$ cat src/hdl/first_fit_heap_allocator_assert.svh
// Assertion macros shared by the allocator RTL.
`ifndef FIRST_FIT_HEAP_ALLOCATOR_ASSERT_SVH
`define FIRST_FIT_HEAP_ALLOCATOR_ASSERT_SVH
`ifndef ASSERT_OFF
`define FFHA_ASSERT(lbl, clk, rst, prop, msg) \
   lbl: assert property (@(posedge clk) disable iff (rst) prop) else $error(msg);
`define FFHA_ASSERT_ALWAYS(lbl, clk, prop, msg) \
   lbl: assert property (@(posedge clk) prop) else $error(msg);
`else
`define FFHA_ASSERT(lbl, clk, rst, prop, msg)
`define FFHA_ASSERT_ALWAYS(lbl, clk, prop, msg)
`endif
`endif

$ cat src/hdl/ffha_ram.sv
`default_nettype none
module ffha_ram #(
   parameter int WIDTH = 8,
   parameter int DEPTH = 16
) (
   input  wire logic                     clock,
   input  wire logic                     we,
   input  wire logic [$clog2(DEPTH)-1:0] waddr,
   input  wire logic [WIDTH-1:0]         wdata,
   input  wire logic [$clog2(DEPTH)-1:0] raddr,
   output logic      [WIDTH-1:0]         rdata
);
   logic [WIDTH-1:0] mem [DEPTH];

   always_ff @(posedge clock) begin
      if (we) begin
         mem[waddr] <= wdata;
      end
      rdata <= mem[raddr];
   end
endmodule
`default_nettype wire

$ cat config.mk
export PLATFORM = sky130hd
export DESIGN_NAME = ffha_ram
export DESIGN_NICKNAME = d
export VERILOG_FILES = /design/src/hdl/first_fit_heap_allocator_assert.svh /design/src/hdl/ffha_ram.sv
export SDC_FILE = /design/constraint.sdc
export NUM_CORES = 1
export LEC_CHECK = 0
export ABC_CLOCK_PERIOD_IN_PS = 2600
export CELL_PAD_IN_SITES_DETAIL_PLACEMENT = 0
export CELL_PAD_IN_SITES_GLOBAL_PLACEMENT = 2
export CORE_ASPECT_RATIO = 0.7
export CORE_MARGIN = 2
export CORE_UTILIZATION = 50
export DETAILED_ROUTE_END_ITERATION = 10
export DONT_BUFFER_PORTS = 1
export GPL_ROUTABILITY_DRIVEN = 0
export HOLD_SLACK_MARGIN = 0.15
export PLACE_DENSITY_LB_ADDON = 0.2
export SYNTH_ARGS = -nofsm -noshare
export SYNTH_HDL_FRONTEND = slang
export SYNTH_SLANG_ARGS = --single-unit
$ cat constraint.sdc
create_clock -name clock -period 2.6 [get_ports clock]
set_clock_uncertainty 0.2 [all_clocks]
set_input_delay 0.52 -clock clock [delete_from_list [all_inputs] [get_ports clock]]
set_output_delay 0.52 -clock clock [all_outputs]
set_load 0.005 [all_outputs]
==> flow_metrics.py, run 1 <==
metrics = {
    "clocking": {
        "htree_levels": 4,
        "cts_setup_buffers": 0,
        "cts_max_path_buffers": 2,
        "clock_sinks": 136,
        "clkTransAtPathRegs_ns": 0.06,
        "cts_root_buffer": "clkbuf_16",
        "clk_latency_ns": 0.41,
        "cts_buffers": 17,
        "cts_tree": "done",
    },
    "global_routing": {
        "grt_antenna_before_repair": 0,
        "track_usage_pct": 19.35,
        "grt.met1_usage_pct": 27.89,
        "grt_pass1_wl_mm": 15.01,
        "grt.busiest_layer": "met2",
        "grt_pass1_vias": 2437,
        "grt_overflow": 0,
        "grt_max_degree": 33,
        "grtUsageMet2_pct": 28.16,
        "grt_use_met3_pct": 6.762,
    },
    "setup_path": {
        "rr_startpoint": "mem[9][2]",
        "cp_top_family": "multiplexers",
        "crit_buf_inv": 0,
        "startpoint": "mem[9][2]",
        "cp-start-kind": "flop",
        "slowest_stage": "mux4_1",
        "required_ns": 2.69,
        "arrival_ns": 1.67,
        "path_max_fanout": 1,
        "slowest_delay_ns": 0.53,
        "end_kind": "flop",
        "crit_chain": "mux4_1, a22oi_1, nand2_1",
        "crit_type": "reg2reg",
    },
    "route": {
        "drcViolationCount": 0,
        "vias": 2390,
        "routedWlPerCell_um": 24.61,
        "dr.pass1.iters": 7,
        "vias_per_cell": 5.990,
        "drtAntennaViolNets": 0,
        "drtIter0Drc": 234,
        "drt_wl_total_mm": 9.820,
    },
    "synthesis": {
        "syn_area_sq_um": 5147,
        "yosysWarnings": 0,
        "ys_types": 19,
        "yosysSeqAreaShare_pct": 77.78,
        "netlist_instances": 229,
        "synth.ff_latch_count": 136,
        "syn_nets": 247,
        "postSynthAreaPerCell_sq_um": 22.48,
    },
    "placement": {
        "dpl_cell_area_sq_um": 5311,
        "placement.io_buffers": 0,
        "hpwl_mm": 6.202,
        "placed_cells": 359,
        "dp_worst_setup_slack_ns": 0.5981,
    },
    "min_path": {
        "hold_path_class": "in2reg",
        "min-delay-start": "raddr[1]",
    },
    "cells_and_area": {
        "final_area_sq_um": 6016,
        "area_growth_pct": 16.87,
        "final_common_cell": "edfxtp_1",
        "post-route-util_pct": 61.17,
        "final_nets": 276,
        "drive_above_1_share_pct": 21.77,
        "mostFrequentLayoutCells": "edfxtp_1, mux4_2, clkbuf_16, a22oi_1, mux4_1",
        "num_antenna_cells": 0,
        "fin_cells": 399,
    },
    "power": {
        "power_density_nw_per_um2": 856.2,
        "p_total_mw": 5.151,
        "max-vdd-ir-drop_v": 0.0005029,
        "power.leakage_nw": 1.996,
    },
    "sta": {
        "fin_crit_sh_pct": 60.75,
        "maxSlewViolCount": 0,
        "finalSetupTns_ns": 0,
        "slew_headroom_pct": 45.94,
        "period_minus_slack_ns": 1.579,
        "hold_ws_ns": 0.2242,
        "setup_ws_ns": 1.021,
        "hold_viol": 0,
        "rsz0062_at_grt": "false",
        "worstMarginPinSlew_ns": 0.8079,
        "final-setup-viol-count": 0,
        "fmax_mhz": 633.1,
    },
    "floorplanning": {
        "rows": 30,
        "die_h_um": 88.89,
        "coreArea_sq_um": 9834,
        "initial_core_util_pct": 52.34,
        "die_area_sq_um": 11140,
        "die_w_um": 125.3,
        "io_pins": 26,
    },
    "flow_run": {
        "drv_cap": 0,
    },
    "outcome": {
        "outcome": "finished, final reports clean",
    },
}
-- report_power, final --
part / internal [mW] / switching (mW)
clock: 1.68 / 0.831
sequential: 2.45 / 0.0160
combinational: 0.0812 / 0.0924
total: 4.21 / 0.939
-- cell type report --
cell class	instances	area, sq um
well taps	128	160.2
clock buffers	24	481.7
clock inverters	8	142.6
multi-input cells	83	1057
fillers	697	3819
repair buffers	20	170.2
flip-flops and latches	136	4004
-- cell families (layout without fill, tap and decap cells) --
group / count (synthesis) / after routing / share of synthesized area, %
AO/OA/AOI/OAI: 16 / 16 / 2.334
AND/OR/NAND/NOR: 35 / 35 / 3.184
buffers and inverters: 10 / 52 / 1.677
multiplexers: 32 / 32 / 15.02
flip-flops: 136 / 136 / 77.78
-- cells in the mapped netlist (all sizes together) --
cell | n | area, sq um
nand3 | 1 | 5.000
dfxtp | 8 | 160.2
a22oi | 16 | 120.1
mux4 | 32 | 773.2
clkdlybuf4s25 | 3 | 30.03
nor3 | 4 | 20.02
nand2b | 2 | 12.51
and2b | 1 | 7.510
buf | 7 | 56.30
nand2 | 9 | 33.78
nor2 | 13 | 48.80
or3b | 1 | 8.760
and2 | 1 | 6.260
nand3b | 2 | 15.01
nor2b | 1 | 6.260
edfxtp | 128 | 3844
-- per-layer routing --
metal | share of wire (%) | vias up | wire [um]
li1 | - | 1035 | -
met1 | 47 | 1265 | 4639
met2 | 47 | 86 | 4585
met3 | 5.7 | 4 | 560
met4 | 0.35 | 0 | 34
met5 | 0 | - | 0
-- flip-flops by register name (all words and copies together) (netlist names) --
signal and cells:
rdata 8, mem 128
-- tightest hold or removal path, stage by stage --
cell	delay (ns)
mux4_1	0.13
a22oi_1	0.08
nand2_1	0.06
-- final timing paths --
check,cells past startpoint,slack [ns],endpoint
max reg2reg,3,1.02,rdata[2]
max,3,1.02,rdata[2]
min,3,0.22,rdata[2]
min reg2reg,3,0.49,rdata[7]
-- what timing repair did --
action | 4_1_cts | 5_1_grt
gates resized for setup | 0 | 0
endpoints found under the hold margin | 128 | 0
hold buffers | 8 | 0
No activity file was read; power rests on OpenSTA's default activity.
==> run 2, diff against run 1 <==
--- a/config.mk
+++ b/config.mk
@@ -5,12 +5,13 @@
 export SDC_FILE = /design/constraint.sdc
 export NUM_CORES = 1
 export LEC_CHECK = 0
-export ABC_CLOCK_PERIOD_IN_PS = 2600
+export ABC_AREA = 1
+export ABC_CLOCK_PERIOD_IN_PS = 1600
 export CELL_PAD_IN_SITES_DETAIL_PLACEMENT = 0
 export CELL_PAD_IN_SITES_GLOBAL_PLACEMENT = 2
 export CORE_ASPECT_RATIO = 0.7
 export CORE_MARGIN = 2
-export CORE_UTILIZATION = 50
+export CORE_UTILIZATION = 42
 export DETAILED_ROUTE_END_ITERATION = 10
 export DONT_BUFFER_PORTS = 1
 export GPL_ROUTABILITY_DRIVEN = 0
==> constraint.sdc (replaced) <==
create_clock -name clock -period 1.6 [get_ports clock]
set_clock_uncertainty 0.2 [all_clocks]
set_input_delay 0.32 -clock clock [delete_from_list [all_inputs] [get_ports clock]]
set_output_delay 0.32 -clock clock [all_outputs]
set_load 0.005 [all_outputs]
==> run 2 against run 1 <==
Effect of this change: the flow now finishes with violations (negative hold slack); largest power group is now sequential cells; utilization decreased by 10 points; synthesized cell count increased by 140%; clock-buffer cell count decreased by 4; critical endpoint is now mem[12][6].
==> flow_metrics.py, run 2 <==
metrics = {
    "outcome": {
        "outcome": "finished with violations",
        "violations": "negative hold slack",
    },
    "clocking": {
        "cts_tree": "done",
        "clock_sinks": 136,
        "cts_resized": 0,
        "clk_latency_ns": 0.42,
        "cts_root_buffer": "clkbuf_16",
        "holdBufCountCts": 11,
        "htree_levels": 4,
        "cts_max_path_buffers": 2,
        "cts_setup_buffers": 0,
        "cts_buffers": 17,
        "clkTransAtPathRegs_ns": 0.06,
    },
    "power": {
        "power_density_nw_per_um2": 1241,
        "max-vdd-ir-drop_v": 0.0008891,
        "power.leakage_nw": 2.864,
    },
    "synthesis": {
        "yosysWarnings": 0,
        "synth_edf_count": 128,
        "synth_common_cells": "nand2_1, edfxtp_1, inv_1, nand3_1, nor2_1",
        "yosysMostFrequentCell": "nand2_1",
        "ys_types": 12,
        "netlist_instances": 551,
        "synth.largest_area_cell": "edfxtp_1",
        "syn_nets": 569,
        "ys_top_cells_by_area": "edfxtp_1, nand2_1, nand3_1",
        "async_flop_share_pct": 0,
        "synth_top_area_share_pct": 66.65,
        "synth_flop_cell": "edfxtp_1",
        "synth.ff_latch_count": 136,
        "syn_area_sq_um": 5767,
        "yosysSeqAreaShare_pct": 69.43,
        "postSynthAreaPerCell_sq_um": 10.47,
    },
    "cells_and_area": {
        "largestRegisters": "mem: 128 flops, rdata: 8 flops",
        "final_common_cell": "nand2_1",
        "area_growth_pct": 16.68,
        "largest_reg_flops": 128,
        "final_area_sq_um": 6729,
        "final_nets": 595,
        "max_flop_register": "mem",
        "mostFrequentLayoutCells": "nand2_1, edfxtp_1, inv_1, nand3_1, buf_4",
        "drive_above_1_share_pct": 8.814,
    },
    "setup_path": {
        "required_ns": 1.49,
        "crit_type": "in2reg",
        "path_max_fanout": 16,
        "cp-start-kind": "primary input",
        "r2r_setup_slack_ns": 0.34,
        "end_kind": "flop",
        "slowest_delay_ns": 1.12,
        "slowest_stage": "dlygate4sd3_1",
        "crit_chain": "dlygate4sd3_1",
        "crit_buf_inv": 1,
        "arrival_ns": 1.45,
        "cp_top_family": "buffers and inverters",
    },
    "route": {
        "routedWlPerCell_um": 18.34,
        "vias_per_cell": 4.807,
        "drt_wl_total_mm": 14.23,
        "drtAntennaViolNets": 0,
        "vias": 3730,
        "drtIter0Drc": 330,
        "dr.pass1.iters": 5,
        "drcViolationCount": 0,
    },
    "sta": {
        "hold_viol": 8,
        "fmax_mhz": 640.0,
        "hold_ws_ns": -0.08335,
        "worstMarginPinSlew_ns": 0.8955,
        "slew_headroom_pct": 40.10,
        "final-setup-viol-count": 0,
        "finalSetupTns_ns": 0,
        "period_minus_slack_ns": 1.562,
        "maxSlewViolCount": 0,
        "rsz0062_at_grt": "false",
        "fin_crit_sh_pct": 97.65,
    },
    "placement": {
        "dpl_cell_area_sq_um": 6027,
        "placement.io_buffers": 0,
        "hpwl_mm": 8.619,
    },
    "global_routing": {
        "track_usage_pct": 21.42,
        "grt_antenna_before_repair": 0,
        "grt_overflow": 0,
        "grt_max_degree": 66,
        "grt_pass1_vias": 3626,
        "grt_pass1_wl_mm": 22.04,
    },
    "floorplanning": {
        "coreArea_sq_um": 13270,
        "rows": 35,
        "die_w_um": 144.1,
        "initial_core_util_pct": 43.46,
        "die_area_sq_um": 14700,
        "io_pins": 26,
        "die_h_um": 102.0,
    },
    "flow_run": {
        "drv_cap": 0,
    },
    "min_path": {
        "hold_path_class": "in2reg",
    },
}
## run 2: metrics by stage
stage	utilization (%)	hold WS (ns)	cells	setup WS, ns	total power, mW
after floorplan	-	0.2189	551	0.1292	4.359
after global placement	45.42	0.2202	733	0.1236	4.439
after detailed placement	45.42	0.2200	733	0.1441	4.437
after CTS	50.77	-0.09612	776	0.03536	8.406
after global routing	50.69	-0.07033	775	0.02456	8.615
final	50.71	-0.08335	776	0.03762	8.351
## run 2: report_power, final
part	internal, mW	switching, mW	leakage (nW)
clock network	2.44	1.44	0.278
logic	0.140	0.303	1.36
registers	3.99	0.0378	1.22
## run 2: kinds of logic after synthesis
kind of cell / Yosys count / share of synthesized area, %
buffers and inverters: 126 / 9.525
and+or+nand+nor: 289 / 21.05
DFF: 136 / 69.43
## run 2: worst paths after layout
| kind | start | depth (start not counted) | endpoint |
|---|---|---|---|
| min reg2reg | mem[15][4] | 6 | rdata[4] |
| min | raddr[2] | 3 | rdata[4] |
| max | wdata[6] | 1 | mem[12][6] |
| max reg2reg | mem[1][4] | 6 | rdata[4] |
## run 2: area by class of cell
type                            count  area [sq um]
Fill cell                        1192          6540
Sequential cell                   136          4004
Multi-Input combinational cell    289          1214
Clock buffer                       20         436.7
Inverter                          102         382.9
Timing Repair Buffer               31         305.3
Tap cell                          185         231.5
Clock inverter                     12         152.6
Antenna cell                        1         2.502
## run 2: metal layers
layer	GRT usage [%]	share of wire, %	vias to the layer above
met3	5.811	6.2	11
met1	33.47	52	1782
met5	0	0	-
li1	-	-	1831
met4	6.109	1.1	0
met2	29.19	41	106
## run 2: tightest hold or removal path: cells and delay by family
| family | cells | cell delay [ns] |
|---|---|---|
| AND/OR/NAND/NOR | 3 | 0.18 |
